===== src/hdl/hsvcc_pkg.sv =====
// shared types and constants of the hsv colour class filter
package hsvcc_pkg;

  localparam int CLASS_N = 10;
  localparam int HQ_W    = 5;   // hue quotient, at most 30
  localparam int SQ_W    = 8;   // saturation quotient, at most 255
  localparam int HREM_W  = 13;  // 30 * 255 fits
  localparam int SREM_W  = 16;  // 255 * 255 fits

  // class bit positions
  localparam int CLS_BLACK  = 0;
  localparam int CLS_GRAY   = 1;
  localparam int CLS_WHITE  = 2;
  localparam int CLS_RED    = 3;
  localparam int CLS_ORANGE = 4;
  localparam int CLS_YELLOW = 5;
  localparam int CLS_GREEN  = 6;
  localparam int CLS_CYAN   = 7;
  localparam int CLS_BLUE   = 8;
  localparam int CLS_PURPLE = 9;

  // dominant channel codes
  localparam logic [1:0] SECT_RED   = 2'd0;
  localparam logic [1:0] SECT_GREEN = 2'd1;
  localparam logic [1:0] SECT_BLUE  = 2'd2;

  // hue offsets of each sector, half degrees
  localparam logic [7:0] HUE_GREEN_BASE = 8'd60;
  localparam logic [7:0] HUE_BLUE_BASE  = 8'd120;
  localparam logic [7:0] HUE_WRAP       = 8'd180;

  // class limits, all inclusive
  localparam logic [7:0] V_BLACK_MAX  = 8'd46;
  localparam logic [7:0] S_GRAY_MAX   = 8'd43;
  localparam logic [7:0] V_GRAY_MIN   = 8'd46;
  localparam logic [7:0] V_GRAY_MAX   = 8'd220;
  localparam logic [7:0] S_WHITE_MAX  = 8'd30;
  localparam logic [7:0] V_WHITE_MIN  = 8'd221;
  localparam logic [7:0] S_CHROMA_MIN = 8'd43;
  localparam logic [7:0] V_CHROMA_MIN = 8'd46;

  localparam logic [7:0] H_RED_LO_MAX  = 8'd10;
  localparam logic [7:0] H_RED_HI_MIN  = 8'd156;
  localparam logic [7:0] H_RED_HI_MAX  = 8'd180;
  localparam logic [7:0] H_ORANGE_MIN  = 8'd11;
  localparam logic [7:0] H_ORANGE_MAX  = 8'd25;
  localparam logic [7:0] H_YELLOW_MIN  = 8'd26;
  localparam logic [7:0] H_YELLOW_MAX  = 8'd34;
  localparam logic [7:0] H_GREEN_MIN   = 8'd35;
  localparam logic [7:0] H_GREEN_MAX   = 8'd77;
  localparam logic [7:0] H_CYAN_MIN    = 8'd78;
  localparam logic [7:0] H_CYAN_MAX    = 8'd99;
  localparam logic [7:0] H_BLUE_MIN    = 8'd100;
  localparam logic [7:0] H_BLUE_MAX    = 8'd124;
  localparam logic [7:0] H_PURPLE_MIN  = 8'd125;
  localparam logic [7:0] H_PURPLE_MAX  = 8'd155;

  // register index on the configuration port
  localparam logic REG_COLOUR_SELECT = 1'b0;

  typedef struct packed {
    logic [7:0] red;
    logic [7:0] green;
    logic [7:0] blue;
  } pixel_t;

  typedef struct packed {
    logic [7:0]         hue;
    logic [7:0]         saturation;
    logic [7:0]         brightness;
    logic [CLASS_N-1:0] class_hits;
    logic [7:0]         mask;
  } result_t;

  typedef struct packed {
    logic [7:0] hue;
    logic [7:0] sat;
    logic [7:0] val;
  } hsv_t;

endpackage


===== src/hdl/hsv_colour_class_filter.sv =====
// top level: rgb to hsv conversion pipeline with colour class tests
// Takes one 8-bit rgb pixel per clock while pixel_stall is low and returns its
// hue (0..179, half degrees), saturation, brightness, ten colour class hit bits
// and a 0/255 mask for the class chosen in colour_select (byte address 0 on the
// apb port; codes above 9 give a zero mask). The pipeline is seven register
// stages deep, and a new pixel is taken every cycle when nothing stalls. The
// depth comes from the two divisions, hue and saturation, which run as restoring
// dividers side by side at up to two quotient bits per stage. Each stage holds
// its item until the next stage is free, so a stall on the result side fills the
// bubbles first and only then pushes back onto pixel_stall.
module hsv_colour_class_filter import hsvcc_pkg::*; (
  input  logic        clk,
  input  logic        rst,
  // pixel in
  input  logic        pixel_valid,
  output logic        pixel_stall,
  input  pixel_t      pixel,
  // result out
  output logic        result_valid,
  input  logic        result_stall,
  output result_t     result,
  // configuration
  input  logic        psel,
  input  logic        penable,
  input  logic        pwrite,
  input  logic [2:0]  paddr,
  input  logic [31:0] pwdata,
  output logic [31:0] prdata,
  output logic        pready
);

  // front stage: channel extremes and hue numerator sign
  typedef struct packed {
    logic [7:0] mx;
    logic [7:0] d;
    logic [1:0] sector;
    logic       neg;
    logic [7:0] absdiff;
  } front_t;

  // divider stages: both remainders and partial quotients
  typedef struct packed {
    logic [7:0]        mx;
    logic [7:0]        d;
    logic [1:0]        sector;
    logic              neg;
    logic [HREM_W-1:0] hrem;
    logic [HQ_W-1:0]   hq;
    logic [SREM_W-1:0] srem;
    logic [SQ_W-1:0]   sq;
  } div_t;

  logic [3:0] colour_select;

  // ---------------- configuration port ----------------
  assign pready = 1'b1;

  always_ff @(posedge clk) begin
    if (rst) begin
      colour_select <= 4'd0;
    end else if (psel && penable && pwrite && paddr[2] == REG_COLOUR_SELECT) begin
      colour_select <= pwdata[3:0];
    end
  end

  assign prdata = (paddr[2] == REG_COLOUR_SELECT) ? 32'(colour_select) : 32'd0;

  // ---------------- stage valid bits and flow control ----------------
  // stage 1 front, 2 numerators, 3..5 division, 6 last saturation bits and hue fix-up, 7 output
  logic [7:1] vld;
  logic [7:1] rdy;

  assign rdy[7] = !vld[7] || !result_stall;
  assign rdy[6] = !vld[6] || rdy[7];
  assign rdy[5] = !vld[5] || rdy[6];
  assign rdy[4] = !vld[4] || rdy[5];
  assign rdy[3] = !vld[3] || rdy[4];
  assign rdy[2] = !vld[2] || rdy[3];
  assign rdy[1] = !vld[1] || rdy[2];

  assign pixel_stall  = !rdy[1];
  assign result_valid = vld[7];

  always_ff @(posedge clk) begin
    if (rst) begin
      vld <= '0;
    end else begin
      if (rdy[1]) vld[1] <= pixel_valid;
      if (rdy[2]) vld[2] <= vld[1];
      if (rdy[3]) vld[3] <= vld[2];
      if (rdy[4]) vld[4] <= vld[3];
      if (rdy[5]) vld[5] <= vld[4];
      if (rdy[6]) vld[6] <= vld[5];
      if (rdy[7]) vld[7] <= vld[6];
    end
  end

  // ---------------- stage 1: max, min, sector ----------------
  front_t front, front_next;

  always_comb begin
    logic [7:0] mn;
    mn = pixel.red;
    if (pixel.green < mn) mn = pixel.green;
    if (pixel.blue < mn)  mn = pixel.blue;
    front_next.mx = pixel.red;
    if (pixel.green > front_next.mx) front_next.mx = pixel.green;
    if (pixel.blue > front_next.mx)  front_next.mx = pixel.blue;
    front_next.d = front_next.mx - mn;
    // ties go to red first, then green
    if (front_next.mx == pixel.red) begin
      front_next.sector  = SECT_RED;
      front_next.neg     = pixel.green < pixel.blue;
      front_next.absdiff = front_next.neg ? pixel.blue - pixel.green
                                          : pixel.green - pixel.blue;
    end else if (front_next.mx == pixel.green) begin
      front_next.sector  = SECT_GREEN;
      front_next.neg     = pixel.blue < pixel.red;
      front_next.absdiff = front_next.neg ? pixel.red - pixel.blue
                                          : pixel.blue - pixel.red;
    end else begin
      front_next.sector  = SECT_BLUE;
      front_next.neg     = pixel.red < pixel.green;
      front_next.absdiff = front_next.neg ? pixel.green - pixel.red
                                          : pixel.red - pixel.green;
    end
  end

  always_ff @(posedge clk) begin
    if (rdy[1]) front <= front_next;
  end

  // ---------------- stage 2: dividends ----------------
  // 30*x as 32x - 2x, 255*d as 256d - d
  div_t num, num_next;

  always_comb begin
    num_next.mx     = front.mx;
    num_next.d      = front.d;
    num_next.sector = front.sector;
    num_next.neg    = front.neg;
    num_next.hrem   = HREM_W'({front.absdiff, 5'b0}) - HREM_W'({front.absdiff, 1'b0});
    num_next.hq     = '0;
    num_next.srem   = {front.d, 8'b0} - SREM_W'(front.d);
    num_next.sq     = '0;
  end

  always_ff @(posedge clk) begin
    if (rdy[2]) num <= num_next;
  end

  // ---------------- stages 3..5: division ----------------
  div_t dv3, dv3_next, dv4, dv4_next, dv5, dv5_next;

  // stage 3: hue bits 4..3, saturation bits 7..6
  hsvcc_div_step #(.REM_W(HREM_W), .DEN_W(8), .Q_W(HQ_W), .SHIFT_HI(4), .STEPS(2))
    u_hue_3 (.rem_in(num.hrem), .den(num.d), .q_in(num.hq),
             .rem_out(dv3_next.hrem), .q_out(dv3_next.hq));
  hsvcc_div_step #(.REM_W(SREM_W), .DEN_W(8), .Q_W(SQ_W), .SHIFT_HI(7), .STEPS(2))
    u_sat_3 (.rem_in(num.srem), .den(num.mx), .q_in(num.sq),
             .rem_out(dv3_next.srem), .q_out(dv3_next.sq));
  assign dv3_next.mx     = num.mx;
  assign dv3_next.d      = num.d;
  assign dv3_next.sector = num.sector;
  assign dv3_next.neg    = num.neg;

  always_ff @(posedge clk) begin
    if (rdy[3]) dv3 <= dv3_next;
  end

  // stage 4: hue bits 2..1, saturation bits 5..4
  hsvcc_div_step #(.REM_W(HREM_W), .DEN_W(8), .Q_W(HQ_W), .SHIFT_HI(2), .STEPS(2))
    u_hue_4 (.rem_in(dv3.hrem), .den(dv3.d), .q_in(dv3.hq),
             .rem_out(dv4_next.hrem), .q_out(dv4_next.hq));
  hsvcc_div_step #(.REM_W(SREM_W), .DEN_W(8), .Q_W(SQ_W), .SHIFT_HI(5), .STEPS(2))
    u_sat_4 (.rem_in(dv3.srem), .den(dv3.mx), .q_in(dv3.sq),
             .rem_out(dv4_next.srem), .q_out(dv4_next.sq));
  assign dv4_next.mx     = dv3.mx;
  assign dv4_next.d      = dv3.d;
  assign dv4_next.sector = dv3.sector;
  assign dv4_next.neg    = dv3.neg;

  always_ff @(posedge clk) begin
    if (rdy[4]) dv4 <= dv4_next;
  end

  // stage 5: last hue bit, saturation bits 3..2
  hsvcc_div_step #(.REM_W(HREM_W), .DEN_W(8), .Q_W(HQ_W), .SHIFT_HI(0), .STEPS(1))
    u_hue_5 (.rem_in(dv4.hrem), .den(dv4.d), .q_in(dv4.hq),
             .rem_out(dv5_next.hrem), .q_out(dv5_next.hq));
  hsvcc_div_step #(.REM_W(SREM_W), .DEN_W(8), .Q_W(SQ_W), .SHIFT_HI(3), .STEPS(2))
    u_sat_5 (.rem_in(dv4.srem), .den(dv4.mx), .q_in(dv4.sq),
             .rem_out(dv5_next.srem), .q_out(dv5_next.sq));
  assign dv5_next.mx     = dv4.mx;
  assign dv5_next.d      = dv4.d;
  assign dv5_next.sector = dv4.sector;
  assign dv5_next.neg    = dv4.neg;

  always_ff @(posedge clk) begin
    if (rdy[5]) dv5 <= dv5_next;
  end

  // ---------------- stage 6: last saturation bits, hue fix-up ----------------
  hsv_t hsv, hsv_next;
  logic [SREM_W-1:0] srem_last;
  logic [SQ_W-1:0]   sq_last;

  hsvcc_div_step #(.REM_W(SREM_W), .DEN_W(8), .Q_W(SQ_W), .SHIFT_HI(1), .STEPS(2))
    u_sat_6 (.rem_in(dv5.srem), .den(dv5.mx), .q_in(dv5.sq),
             .rem_out(srem_last), .q_out(sq_last));

  always_comb begin
    logic [7:0] hq_w;
    logic [7:0] adj;
    hq_w = 8'(dv5.hq);
    // floor of a negative quotient rounds away from zero
    adj  = hq_w + 8'(dv5.hrem != '0);
    hsv_next.val = dv5.mx;
    if (dv5.d == 8'd0) begin
      // channels all equal (black, gray or white): no hue, no saturation
      hsv_next.hue = 8'd0;
      hsv_next.sat = 8'd0;
    end else begin
      hsv_next.sat = sq_last;
      case (dv5.sector)
        SECT_RED:   hsv_next.hue = dv5.neg ? HUE_WRAP - adj : hq_w;
        SECT_GREEN: hsv_next.hue = dv5.neg ? HUE_GREEN_BASE - adj : HUE_GREEN_BASE + hq_w;
        SECT_BLUE:  hsv_next.hue = dv5.neg ? HUE_BLUE_BASE - adj : HUE_BLUE_BASE + hq_w;
        default:    hsv_next.hue = 8'd0;
      endcase
    end
  end

  always_ff @(posedge clk) begin
    if (rdy[6]) hsv <= hsv_next;
  end

  // ---------------- stage 7: class tests, output register ----------------
  result_t result_next;

  hsvcc_classify u_classify (
    .hsv (hsv),
    .sel (colour_select),
    .res (result_next)
  );

  always_ff @(posedge clk) begin
    if (rdy[7]) result <= result_next;
  end

endmodule


===== src/hdl/hsvcc_div_step.sv =====
// STEPS restoring division steps, one quotient bit each
module hsvcc_div_step import hsvcc_pkg::*; #(
  parameter int REM_W    = 16,
  parameter int DEN_W    = 8,
  parameter int Q_W      = 8,
  parameter int SHIFT_HI = 7,
  parameter int STEPS    = 2
) (
  input  logic [REM_W-1:0] rem_in,
  input  logic [DEN_W-1:0] den,
  input  logic [Q_W-1:0]   q_in,
  output logic [REM_W-1:0] rem_out,
  output logic [Q_W-1:0]   q_out
);

  localparam int WIDE_W = REM_W + Q_W;

  logic [WIDE_W-1:0] rem;
  logic [WIDE_W-1:0] trial;
  logic [Q_W-1:0]    q;

  always_comb begin
    rem   = WIDE_W'(rem_in);
    q     = q_in;
    trial = '0;
    for (int k = 0; k < STEPS; k++) begin
      trial = WIDE_W'(den) << (SHIFT_HI - k);
      if (rem >= trial) begin
        rem              = rem - trial;
        q[SHIFT_HI - k]  = 1'b1;
      end
    end
    rem_out = rem[REM_W-1:0];
    q_out   = q;
  end

endmodule


===== src/hdl/hsvcc_classify.sv =====
// colour range tests and selected-class mask
module hsvcc_classify import hsvcc_pkg::*; (
  input  hsv_t       hsv,
  input  logic [3:0] sel,
  output result_t    res
);

  logic [CLASS_N-1:0] hits;
  logic [15:0]        hits_wide;
  logic               chroma_ok;

  always_comb begin
    chroma_ok = (hsv.sat >= S_CHROMA_MIN) && (hsv.val >= V_CHROMA_MIN);
    hits = '0;
    hits[CLS_BLACK]  = hsv.val <= V_BLACK_MAX;
    hits[CLS_GRAY]   = (hsv.sat <= S_GRAY_MAX) && (hsv.val inside {[V_GRAY_MIN:V_GRAY_MAX]});
    hits[CLS_WHITE]  = (hsv.sat <= S_WHITE_MAX) && (hsv.val >= V_WHITE_MIN);
    hits[CLS_RED]    = chroma_ok &&
                       (hsv.hue inside {[8'd0:H_RED_LO_MAX], [H_RED_HI_MIN:H_RED_HI_MAX]});
    hits[CLS_ORANGE] = chroma_ok && (hsv.hue inside {[H_ORANGE_MIN:H_ORANGE_MAX]});
    hits[CLS_YELLOW] = chroma_ok && (hsv.hue inside {[H_YELLOW_MIN:H_YELLOW_MAX]});
    hits[CLS_GREEN]  = chroma_ok && (hsv.hue inside {[H_GREEN_MIN:H_GREEN_MAX]});
    hits[CLS_CYAN]   = chroma_ok && (hsv.hue inside {[H_CYAN_MIN:H_CYAN_MAX]});
    hits[CLS_BLUE]   = chroma_ok && (hsv.hue inside {[H_BLUE_MIN:H_BLUE_MAX]});
    hits[CLS_PURPLE] = chroma_ok && (hsv.hue inside {[H_PURPLE_MIN:H_PURPLE_MAX]});
    // selector codes above purple land on the zero padding
    hits_wide = 16'(hits);

    res.hue        = hsv.hue;
    res.saturation = hsv.sat;
    res.brightness = hsv.val;
    res.class_hits = hits;
    res.mask       = hits_wide[sel] ? 8'hFF : 8'h00;
  end

endmodule


===== config.mk =====
export PLATFORM = sky130hd
export DESIGN_NAME = hsv_colour_class_filter
export DESIGN_NICKNAME = d
export VERILOG_FILES = /design/src/hdl/hsvcc_pkg.sv /design/src/hdl/hsv_colour_class_filter.sv /design/src/hdl/hsvcc_div_step.sv /design/src/hdl/hsvcc_classify.sv
export SDC_FILE = /design/constraint.sdc
export NUM_CORES = 1
export LEC_CHECK = 0
export BUFFER_PORTS_ARGS = -buffer_cell sky130_fd_sc_hd__buf_2
export CAP_MARGIN = 0
export CORE_MARGIN = 2
export CORE_UTILIZATION = 55
export DETAILED_ROUTE_END_ITERATION = 8
export HOLD_SLACK_MARGIN = 0.15
export PLACE_DENSITY_LB_ADDON = 0.08
export SYNTH_ARGS = -nofsm -noshare
export SYNTH_HDL_FRONTEND = slang
export SYNTH_SLANG_ARGS = --single-unit

===== constraint.sdc =====
create_clock -name clk -period 6.8 [get_ports clk]
set_input_delay 1.36 -clock clk [delete_from_list [all_inputs] [get_ports clk]]
set_output_delay 1.36 -clock clk [all_outputs]
set_load 0.02 [all_outputs]

[Word level (Yosys, flattened, before mapping)]
Cells that the tools add are included.
Storage, ports and cells
  output and inout bits: 77
  logic and storage cells: 209
  bits of input ports: 66
  flip-flop bits (word level): 319
Operators by class
  equal/unequal tests: 4
  bitwise logic cells: 1
  mux-type cells: 31
  magnitude comparators: 44
  reductions and logical operators: 42
  $add $sub $neg: 27
Operators with widths (count)
  two-way mux 24 bit: 4
  two-way mux 8 bit: 11
  subtractor 8 bit: 7
  two-way mux 16 bit: 3
  < comparator 8 bit: 5
  two-way mux 13 bit: 3
  two-way mux 18 bit: 2
  subtractor 13 x 9 -> 13 bit: 2
  >= comparator 24 x 10 -> 1 bit: 1
  >= comparator 24 x 12 -> 1 bit: 1
  >= comparator 24 x 14 -> 1 bit: 1
  >= comparator 24 x 8 -> 1 bit: 1
  >= comparator 8 x 6 -> 1 bit (second input constant): 3
  >= comparator 8 x 7 -> 1 bit (second input constant): 3
  <= comparator 8 x 6 -> 1 bit (second input constant): 3
  <= comparator 8 x 7 -> 1 bit (second input constant): 3
  <= comparator 8 bit (second input constant): 3
  case mux 8 bit (3 select lines): 1
  logical AND 1 bit: 22
  >= comparator 18 x 11 -> 1 bit: 1
  >= comparator 18 x 9 -> 1 bit: 1
  subtractor 16 x 11 -> 17 bit: 1
  subtractor 16 x 13 -> 17 bit: 1
  subtractor 16 x 15 -> 17 bit: 1
  other kinds (45): 65

[Logic depth before layout (Yosys ltp)]
Gate-level depths: netlist (run 1).
  depth in word-level cells: 9
  mapped depth: 31
  mapped depth without buffers: 28

[By module]
Synthesis (run 1) repeated with hierarchy kept, for this count alone.
Second synthesis, totals
  cell total of the unflattened synthesis: 2249
  area total of the unflattened synthesis: 24131.9 um^2
Modules (own cells, without submodules)
  hsv_colour_class_filter: instances 1, sequential area each 9889.5 um^2, cells an instance 1022, area each 14968.1 um^2
  hsvcc_div_step at u_sat_5: instances 1, sequential area each 0.0 um^2, cells an instance 190, area each 1462.7 um^2
  hsvcc_div_step at u_sat_6: instances 1, sequential area each 0.0 um^2, cells an instance 204, area each 1350.0 um^2
  hsvcc_div_step at u_sat_4: instances 1, sequential area each 0.0 um^2, cells an instance 177, area each 1273.7 um^2
  hsvcc_div_step at u_hue_4: instances 1, sequential area each 0.0 um^2, cells an instance 152, area each 1216.2 um^2
  hsvcc_div_step at u_hue_3: instances 1, sequential area each 0.0 um^2, cells an instance 146, area each 1182.4 um^2
  hsvcc_div_step at u_sat_3: instances 1, sequential area each 0.0 um^2, cells an instance 148, area each 1162.4 um^2
  hsvcc_classify: instances 1, sequential area each 0.0 um^2, cells an instance 120, area each 774.5 um^2
  hsvcc_div_step at u_hue_5: instances 1, sequential area each 0.0 um^2, cells an instance 90, area each 742.0 um^2

[Worst setup path before layout (run 1)]
Ideal clock, no wire load.
  path type: input to register
  start point: input pixel[8] in the netlist's numbering
  end point: register front[17] in the netlist's numbering (data pin)
  arrival time: 5.623 ns
  slack: 0.919 ns
  data required time: 6.542 ns
  cell stages on the path: 27
  buffers on the path: 2
  library setup time: 0.258 ns
  cells stage by stage: inv_1 ha_1 fa_1 nand3b_1 a21oi_4 o22ai_4 clkbuf_1 nor2_1 a21oi_1 ha_1 a21oi_1 nor2b_1 o21ai_0 nand2b_1 a311oi_4 o31ai_4 a21oi_1 or2_1 buf_2 nand2_1 ha_1 inv_1 o31ai_1 a311oi_1 o21ai_1 a21oi_1 xnor2_1
RTL lines
  start, declared: RTL line hsv_colour_class_filter.sv:17  | input pixel_t pixel,
  end signal, assigned: RTL line hsv_colour_class_filter.sv:130  | if (rdy[1]) front <= front_next;
  end, declared: RTL line hsv_colour_class_filter.sv:99  | front_t front, front_next;

==> impl_results.rst, run 1 <==
.. list-table::
   :header-rows: 1

   * - Metric
     - Value
   * - Post-CTS setup repair buffer count
     - 0
   * - Crit path largest cell delay
     - between 0.5 and 0.6 ns
   * - Max Freq
     - 168.5 MHz
   * - Path type of the worst setup path
     - flop to flop
   * - Clock skew after layout
     - 0.02887 ns
   * - Dominant synthesized flop cell
     - edfxtp_1
   * - Post-synth EDFFs
     - 294
   * - Maximum capacitance violations
     - 0
   * - Detailed Route WL
     - 41240 um
   * - Area growth syn-to-layout
     - 9.561%
   * - Proportion of synthesized flip-flops having asynchronous set or reset
     - 0
   * - Clock root buffer master
     - clkbuf_16
   * - Antenna violations before repair
     - 0
   * - Average footprint of a synthesized cell
     - 10.55 um^2
   * - Post-layout minimum cycle time
     - 5.935 ns
   * - Critical path peak fanout
     - 18
   * - Tightest slew margin relative to the limit
     - 0.2436
   * - CORE AREA
     - ~37000 um^2
   * - Hold-fix buffers, CTS
     - 0
   * - Post-route ant nets
     - 0
   * - Worst-path clk slew
     - around 0.060 ns
   * - Layout Utilization
     - 0.6146
   * - Final TNS setup
     - 0 ns
   * - Die area
     - 38990 um^2
   * - Maximum level of the CTS H-tree
     - 2
   * - Path category of the worst min-delay check
     - flop to flop
   * - Slew @ Worst Pin
     - 1.133 ns
   * - Smallest hold slack
     - a little over 0.4 ns
   * - Number of top-level design ports
     - 143
   * - Mapped cell area
     - ~21000 um^2
   * - Port bufs
     - 83
   * - Fraction of final layout cells with drive strength greater than 1
     - 0.1156
   * - Kind of capture point of the worst setup path
     - flop
   * - Synth Warn #
     - 0
   * - Chip Width
     - 197.5 um
   * - Required time at the endpoint of the critical path
     - around 7.1 ns
   * - Latest clock arrival within the worst-skew pair
     - 0.53 ns
   * - Number of failing setup endpoints in the final timing report
     - 0
   * - Outcome
     - complete, no violations
   * - Drt drc
     - 0
   * - All-Layer GR Usage
     - 0.2193
   * - Number of design-rule violations left by the first detailed-router iteration
     - 707
   * - Starting Density
     - 0.5609
   * - Number of hold violations in the final report
     - 0
   * - Number of vias in the routed layout
     - 14037
   * - CTS-repair resized insts
     - 0
   * - Type of element launching the critical path
     - flop
   * - Number of register bits inferred by synthesis
     - 305
   * - Yosys cell types
     - 91
   * - CP cell instances
     - inv_1 -> ha_1 -> inv_1 -> fa_1 -> a21o_1 -> a21oi_1 -> o21ai_0 -> a21oi_1 -> nor2b_1 -> o21ai_0 -> nand2_1 -> mux2_2 -> ha_1 -> nor2b_1 -> o21ai_0 -> a21oi_1 -> o21ai_0 -> a21oi_1 -> o21a_1 -> nor2_1 -> o31a_1 -> and4_1 -> nand2b_1 -> xor2_1
   * - Remaining global-route overflow
     - 0
   * - Maximum number of pins on one net before global-route repair
     - 55
   * - Inserted Clock Buffers
     - 34
   * - Via density per instance
     - ~5.5
   * - Placement Rows
     - 70
   * - Unrepaired setup endpoints after global routing
     - false
   * - Net count reported at finish
     - between 2000 and 2500
   * - Signal arrival time at the worst endpoint
     - about 6.2 ns
   * - Share of synthesized area occupied by flip-flops and latches
     - 0.4396
   * - Die extent in y
     - ~200 um
   * - Maximum clock path buffer count
     - 3
   * - Total iterations of the first detailed-routing run
     - 5
   * - Via count of the first global-routing pass
     - 13863
   * - Slowest stage cell, crit path
     - and4_1
   * - Routed wire length per instance
     - 16.26 um
   * - Number of antenna diodes
     - 0
   * - Post-detail-place hpwl
     - 32750 um
   * - Fin crit share
     - 0.8728
   * - Global-route wire length before repair
     - 68920 um
   * - Routability cong.
     - 0.9464
   * - Post-synthesis instance total
     - 1951
   * - CTS tree
     - built
   * - Max-slew violation total from the final report
     - 0
   * - Clock sink total
     - 305
[cell usage after synthesis (all sizes together), types with 12 or more instances]
| cell | number | area, um^2 |
|---|---|---|
| and3 | 16 | 100.1 |
| inv | 190 | 713.2 |
| nor2b | 31 | 193.9 |
| clkbuf | 22 | 82.58 |
| xnor2 | 89 | 779.5 |
| mux2 | 38 | 427.9 |
| nor3 | 53 | 312.8 |
| nand4 | 32 | 215.2 |
| mux2i | 62 | 645.6 |
| o31ai | 12 | 103.9 |
| nand3 | 19 | 95.09 |
| a21boi | 15 | 131.4 |
| a21oi | 121 | 624.4 |
| fa | 18 | 360.4 |
| o21a | 12 | 90.09 |
| nand2 | 120 | 457.9 |
| and2 | 23 | 143.9 |
| nor2 | 146 | 588.1 |
| nor4 | 19 | 148.9 |
| ha | 182 | 2277 |
| nand2b | 37 | 231.5 |
| edfxtp | 294 | 8828 |
| o21ai | 133 | 669.4 |
| a21o | 47 | 352.8 |
| buf | 46 | 322.8 |
| xor2 | 46 | 402.9 |
[registers in the layout, indices dropped and copies added, names as in the netlist]
name           flops
num               27
dv3_next          19
dv3               50
result            35
dv4               54
hsv               24
colour_select      4
front             27
dv5               58
vld                7
[per-stage QoR]
step	setup WS (ns)	cell area (um^2)	cells
after floorplan	0.9193	20690	1978
after global placement	0.4466	21400	2474
after detailed placement	0.3608	21400	2474
after CTS	0.8331	22550	2536
after global routing	0.2846	22550	2536
final	0.8648	22550	2536
[worst paths after layout]
path                              start       to  slack, ns  depth (start not counted)
worst max-delay path            dv3[13]  dv4[20]       0.86                         24
worst min-delay path            dv3[44]  dv4[44]       0.41                          0
worst max register to register  dv3[13]  dv4[20]       0.86                         24
worst min register to register  dv3[44]  dv4[44]       0.41                          0
[placed cells by master (no fill, tap or decap), types with 34 or more instances in the layout]
cell	instances
a21o_1	47
a21oi_1	118
buf_2	83
clkbuf_16	34
edfxtp_1	294
ha_1	182
inv_1	189
mux2i_1	60
nand2_1	117
nand2b_1	37
nor2_1	138
nor3_1	45
o21ai_0	129
xnor2_1	89
xor2_1	46
[metal layers]
| metal | share of wire | GRT usage | vias to the layer above |
|---|---|---|---|
| met2 | 0.50 | 0.3942 | 271 |
| met1 | 0.45 | 0.2783 | 6529 |
| met5 | 0 | 0 | - |
| li1 | - | - | 7172 |
| met4 | 0.024 | 0.06377 | 0 |
| met3 | 0.033 | 0.02510 | 65 |
[final cells by class]
| class | count | area (um^2) |
|---|---|---|
| clock inverters | 21 | 246.5 |
| fillers | 3013 | 14140 |
| repair buffers | 96 | 513.0 |
| clock buffers | 41 | 907.1 |
| flip-flops and latches | 305 | 9049 |
| multi-input cells | 1415 | 10540 |
| well taps | 468 | 585.6 |
| inverters | 190 | 713.2 |
[critical path, delay by kind of cell (launching register included)]
| kind | cells | cell delay [ns] |
|---|---|---|
| AO/OA/AOI/OAI | 11 | 2.22 |
| AND/OR/NAND/NOR | 6 | 1.60 |
| adder cells (fa/ha/maj) | 3 | 0.89 |
| multiplexers | 1 | 0.40 |
| flip-flops | 1 | 0.37 |
| buffers and inverters | 2 | 0.13 |
| XOR/XNOR | 1 | 0.07 |
[cell families (layout without fill, tap and decap cells)]
kind of cell | after synthesis | in the layout | synth area share
other | 2 | 29 | 0.0003648
AOI/OAI and AO/OA | 418 | 418 | 0.1307
DFF | 305 | 305 | 0.4396
xor gates and xnor gates | 135 | 135 | 0.05744
muxes | 102 | 102 | 0.05434
buffers and inverters | 258 | 348 | 0.05434
and+or+nand+nor | 530 | 530 | 0.1346
adders and majority gates | 201 | 201 | 0.1287
Power of run 1 is not shown: default switching activity piles up to over one toggle a cycle in this logic, so the estimate is an artifact.
==> inputs of run 2 (changes only) <==
- RECOVER_POWER: unset -> 50
==> impl_results.rst, run 2 (synthesis results as in run 1) <==
.. list-table::
   :header-rows: 1

   * - Metric
     - Value
   * - R2R cell count
     - 24
   * - Critical path peak fanout
     - 18
   * - Area after DPL
     - 21400 um^2
   * - Final-layout fill cell count
     - approximately 3000
   * - Number of hold violations in the final report
     - 0
   * - Routability cong.
     - 0.9464
   * - Kind of capture point of the worst setup path
     - flop
   * - Antenna violations before repair
     - 0
   * - Cell depth of the worst hold path
     - 0
   * - GR Layer Usage met2
     - 0.3942
   * - Number of failing setup endpoints in the final timing report
     - 0
   * - Total iterations of the first detailed-routing run
     - 5
   * - Die extent in y
     - 197.5 um
   * - Signal arrival time at the worst endpoint
     - around 6.2 ns
   * - Post-CTS setup repair buffer count
     - 0
   * - Clock skew after layout
     - 0.02898 ns
   * - Post-route cell area
     - 22500 um^2
   * - Most frequent cells in the layout
     - 294 x edfxtp_1, 189 x inv_1, 182 x ha_1, 138 x nor2_1, 129 x o21ai_0
   * - Number of antenna diodes
     - 0
   * - Maximum clock path buffer count
     - 3
   * - Routed wire length per instance
     - 16.29 um
   * - Clock sink total
     - 305
   * - Maximum number of pins on one net before global-route repair
     - 55
   * - Area growth syn-to-layout
     - 9.300%
   * - Unrepaired setup endpoints after global routing
     - false
   * - CTS tree
     - built
   * - Worst flop-to-flop path endpoint
     - dv4[20]
   * - Maximum level of the CTS H-tree
     - 2
   * - Type of element launching the critical path
     - flop
   * - Fin crit share
     - 0.8744
   * - Slew @ Worst Pin
     - 1.860 ns
   * - Global-route wire length before repair
     - 68920 um
   * - Hold path endpoint
     - dv4[44]
   * - Drt drc
     - 0
   * - Max Freq
     - 168.2 MHz
   * - Via density per instance
     - 5.524
   * - Clock root buffer master
     - clkbuf_16
   * - Number of design-rule violations left by the first detailed-router iteration
     - just over 700
   * - Remaining global-route overflow
     - 0
   * - Final TNS setup
     - 0 ns
   * - Slack of the worst reg-to-reg path
     - around 0.85 ns
   * - Startpoint of the lowest-slack register-to-register path
     - dv3[13]
   * - CTS-repair resized insts
     - 0
   * - Path type of the worst setup path
     - flop to flop
   * - CORE AREA
     - around 37000 um^2
   * - Most Crowded Layer GR
     - met2
   * - Required time at the endpoint of the critical path
     - 7.06 ns
   * - Flip-flop count of the largest register after layout
     - 58
   * - Fraction of final layout cells with drive strength greater than 1
     - 0.09720
   * - Worst-path clk slew
     - 0.06 ns
   * - Hold-fix buffers, CTS
     - 0
   * - Met1 routing resource usage after global routing
     - 0.2783
   * - Number of top-level design ports
     - approximately 140
   * - Post-layout minimum cycle time
     - 5.946 ns
   * - Worst hold start
     - dv3[44]
   * - Placement Rows
     - 70
   * - Latest clock arrival within the worst-skew pair
     - approximately 0.53 ns
   * - Inserted Clock Buffers
     - 34
   * - Port bufs
     - 83
   * - Starting Density
     - 0.5609
   * - Number of vias in the routed layout
     - roughly 14000
   * - Violations in the final reports
     - capacitance limit, slew limit
   * - Net count reported at finish
     - 2308
   * - Detailed Route WL
     - 41320 um
   * - Post-detail-place hpwl
     - 32750 um
   * - M3 GR Usage
     - 0.02510
   * - Outcome
     - complete, but fails checks
   * - Top reg by flops
     - dv5
   * - Maximum capacitance violations
     - 2
   * - Via count of the first global-routing pass
     - roughly 14000
   * - Max-slew violation total from the final report
     - 66
   * - Biggest regs
     - dv5 x58, dv4 x54, dv3 x50
   * - All-Layer GR Usage
     - 0.2193
   * - Tightest slew margin relative to the limit
     - -0.2400
   * - Post-route ant nets
     - 0
   * - Die area
     - 38990 um^2
   * - Most common cell after layout, fill and taps aside
     - edfxtp_1
   * - Path category of the worst min-delay check
     - flop to flop
   * - Chip Width
     - 197.5 um
-- run 2: critical path, stage by stage, from the launching register on --
cell	delay, ns
edfxtp_1	0.37
inv_1	0.07
ha_1	0.16
inv_1	0.06
fa_1	0.40
a21o_1	0.18
a21oi_1	0.25
o21ai_0	0.12
a21oi_1	0.26
nor2b_1	0.07
o21ai_0	0.30
nand2_1	0.36
mux2_2	0.40
ha_1	0.33
nor2b_1	0.15
o21ai_0	0.23
a21oi_1	0.13
o21ai_0	0.23
a21oi_1	0.13
o21a_1	0.18
nor2_1	0.21
o31a_1	0.22
and4_1	0.59
nand2b_1	0.22
xor2_1	0.07
-- run 2: layer usage --
metal  part of all wire  up-vias  wire (um)
met2               0.49      256      20400
met5                  0        -          0
li1                   -     7175          -
met1               0.45     6512      18560
met3              0.033       65       1354
met4              0.024        0       1004
-- run 2: cell type report --
class,instances,area (um^2),share of cell area
repair buffers,96,461.7,0.02052
multi-input cells,1415,10540,0.4683
flip-flops and latches,305,9049,0.4022
well taps,468,585.6,0.02603
clock inverters,21,246.5,0.01096
clock buffers,41,907.1,0.04032
inverters,190,713.2,0.03170
-- run 2: worst max path at each step --
stage | start | to | slack (ns) | cells past startpoint
after detailed placement | pixel[11] | front[17] | 0.36 | 25
after floorplan | pixel[8] | front[17] | 0.92 | 27
after global routing | dv3[13] | dv4[22] | 0.28 | 24
final | dv3[13] | dv4[20] | 0.85 | 24
after CTS | dv3_next[45] | dv3[40] | 0.83 | 28
after global placement | pixel[11] | front[17] | 0.45 | 25
-- run 2: stage by stage --
| step | hold WS [ns] | setup WS (ns) | cells | util |
|---|---|---|---|---|
| 3_5_place_dp | 0.4045 | 0.3608 | 2474 | 0.5831 |
| 4_1_cts | 0.4085 | 0.8331 | 2536 | 0.6146 |
| 2_1_floorplan | 0.4003 | 0.9193 | 1978 | - |
| 3_3_place_gp | 0.4013 | 0.4466 | 2474 | 0.5831 |
| 5_1_grt | 0.4111 | 0.2846 | 2536 | 0.6131 |
| 6_report | 0.4113 | 0.8539 | 2536 | 0.6131 |
Power of run 2 is left out for the same reason.
==> inputs of run 3 (changes only) <==
- CTS_CLUSTER_DIAMETER: unset -> 30
- clock period: 6.8 -> 6.58 ns (I/O delays scaled with it)
==> impl_results.rst, run 3 (synthesis results as in run 1) <==
.. list-table::
   :header-rows: 1

   * - Metric
     - Value
   * - All-Layer GR Usage
     - 0.2248
   * - Routed wire length per instance
     - 16.58 um
   * - Chip Width
     - 197.5 um
   * - Latest clock arrival within the worst-skew pair
     - between 0.5 and 0.6 ns
   * - Flip-flop count of the largest register after layout
     - 58
   * - Clock sink total
     - about 310
   * - Number of vias in the routed layout
     - ~14000
   * - Met1 routing resource usage after global routing
     - 0.2777
   * - Unrepaired setup endpoints after global routing
     - false
   * - Maximum clock path buffer count
     - 3
   * - Starting Density
     - 0.5609
   * - Clock skew after layout
     - 0.01900 ns
   * - Antenna violations before repair
     - 0
   * - Maximum capacitance violations
     - 2
   * - Via density per instance
     - 5.541
   * - Final TNS setup
     - 0 ns
   * - Tightest slew margin relative to the limit
     - -0.2034
   * - Number of antenna diodes
     - 0
   * - Max Freq
     - 169.7 MHz
   * - Number of hold violations in the final report
     - 0
   * - Layout Utilization
     - 0.6331
   * - Worst-path clk slew
     - 0.05 ns
   * - Area growth syn-to-layout
     - 12.87%
   * - Remaining global-route overflow
     - 0
   * - Total iterations of the first detailed-routing run
     - 5
   * - CORE AREA
     - 36700 um^2
   * - Number of cells in the design after placement
     - 2484
   * - Number of top-level design ports
     - between 100 and 150
   * - Path category of the worst min-delay check
     - flop to flop
   * - Type of element launching the critical path
     - flop
   * - Die area
     - 38990 um^2
   * - Port bufs
     - 83
   * - Slew @ Worst Pin
     - about 1.8 ns
   * - Outcome
     - complete, but fails checks
   * - Global-route wire length before repair
     - 70190 um
   * - CTS tree
     - built
   * - Fraction of final layout cells with drive strength greater than 1
     - 0.1192
   * - Via count of the first global-routing pass
     - between 10000 and 15000
   * - Post-layout minimum cycle time
     - approximately 6 ns
   * - Net count reported at finish
     - approximately 2300
   * - Number of design-rule violations left by the first detailed-router iteration
     - 870
   * - Most common cell after layout, fill and taps aside
     - edfxtp_1
   * - Path type of the worst setup path
     - flop to flop
   * - Number of failing setup endpoints in the final timing report
     - 0
   * - Top reg by flops
     - dv5
   * - Most frequent cells in the layout
     - 294 x edfxtp_1, 189 x inv_1, 182 x ha_1, 138 x nor2_1, 129 x o21ai_0
   * - Detailed Route WL
     - 42800 um
   * - Post-detail-place hpwl
     - 33870 um
   * - Kind of capture point of the worst setup path
     - flop
   * - Violations in the final reports
     - capacitance limit, slew limit
   * - Post-route ant nets
     - 0
   * - Biggest regs
     - dv5 x58, dv4 x54, dv3 x50
   * - Clock root buffer master
     - clkbuf_16
   * - Required time at the endpoint of the critical path
     - 6.87 ns
   * - Critical path peak fanout
     - 18
   * - GR Layer Usage met2
     - 0.4002
   * - Maximum level of the CTS H-tree
     - 2
   * - Hold-fix buffers, CTS
     - 0
   * - Fin cells
     - 2582
   * - Routability cong.
     - 0.9280
   * - CTS-repair resized insts
     - 0
   * - Placement Rows
     - 70
   * - Die extent in y
     - between 150 and 200 um
   * - Signal arrival time at the worst endpoint
     - 6.18 ns
   * - M3 GR Usage
     - 0.03551
   * - Most Crowded Layer GR
     - met2
   * - Final-layout fill cell count
     - 2955
   * - Inserted Clock Buffers
     - 53
   * - Max-slew violation total from the final report
     - 66
   * - Drt drc
     - 0
   * - Maximum number of pins on one net before global-route repair
     - 55
   * - Post-CTS setup repair buffer count
     - 0
   * - Fin crit share
     - 0.8953
run 3: changes by cell type in the layout (fill, tap and decap cells not counted), moves of 3 or more:
cell,change
clkinvlp_4,+4
clkinv_4,+3
buf_2,+9
clkbuf_1,-7
clkbuf_16,+19
clkbuf_8,-3
buf_4,+9
bufinv_16,+3
clkinv_2,+4
run 3: layout make-up:
type / instances / area [um^2] / share of cell area
clock inverters: 40 / 461.7 / 0.01987
well taps: 468 / 585.6 / 0.02520
repair buffers: 106 / 544.3 / 0.02342
multi-input cells: 1415 / 10540 / 0.4535
inverters: 190 / 713.2 / 0.03069
flip-flops and latches: 305 / 9049 / 0.3894
clock buffers: 58 / 1345 / 0.05789
run 3: worst max-delay path, stage by stage, from the launching register on:
cell	delay [ns]
edfxtp_1	0.37
inv_1	0.07
ha_1	0.18
inv_1	0.07
fa_1	0.40
a21o_1	0.17
a21oi_1	0.22
o21ai_0	0.12
a21oi_1	0.22
nor2b_1	0.07
o21ai_0	0.28
nand2_1	0.40
mux2_2	0.42
ha_1	0.33
nor2b_1	0.14
o21ai_0	0.22
a21oi_1	0.12
o21ai_0	0.22
a21oi_1	0.12
o21a_1	0.18
nor2_1	0.18
o31a_1	0.20
and4_1	0.57
nand2b_1	0.21
o21ai_0	0.12
run 3: routing by layer:
layer / wire [um] / vias to the layer above
li1: - / 7242
met1: 18760 / 6667
met2: 20970 / 318
met3: 1896 / 80
met4: 1174 / 0
met5: 0 / -
run 3: worst paths after layout:
path / from / endpoint / slack (ns) / depth (start not counted)
max: dv3[13] / dv4[22] / 0.69 / 24
min: dv3[28] / dv4[28] / 0.42 / 0
max reg2reg: dv3[13] / dv4[22] / 0.69 / 24
min reg2reg: dv3[28] / dv4[28] / 0.42 / 0
run 3: stage by stage:
step | area [um^2] | hold slack [ns] | setup WS, ns
6_report | 23230 | 0.4155 | 0.6888
5_1_grt | 23230 | 0.4196 | 0.1273
4_1_cts | 23280 | 0.4162 | 0.6618
3_5_place_dp | 21470 | 0.4045 | 0.3239
3_3_place_gp | 21470 | 0.4013 | 0.3384
2_1_floorplan | 20690 | 0.4003 | 0.7433
Power of run 3 is left out for the same reason.
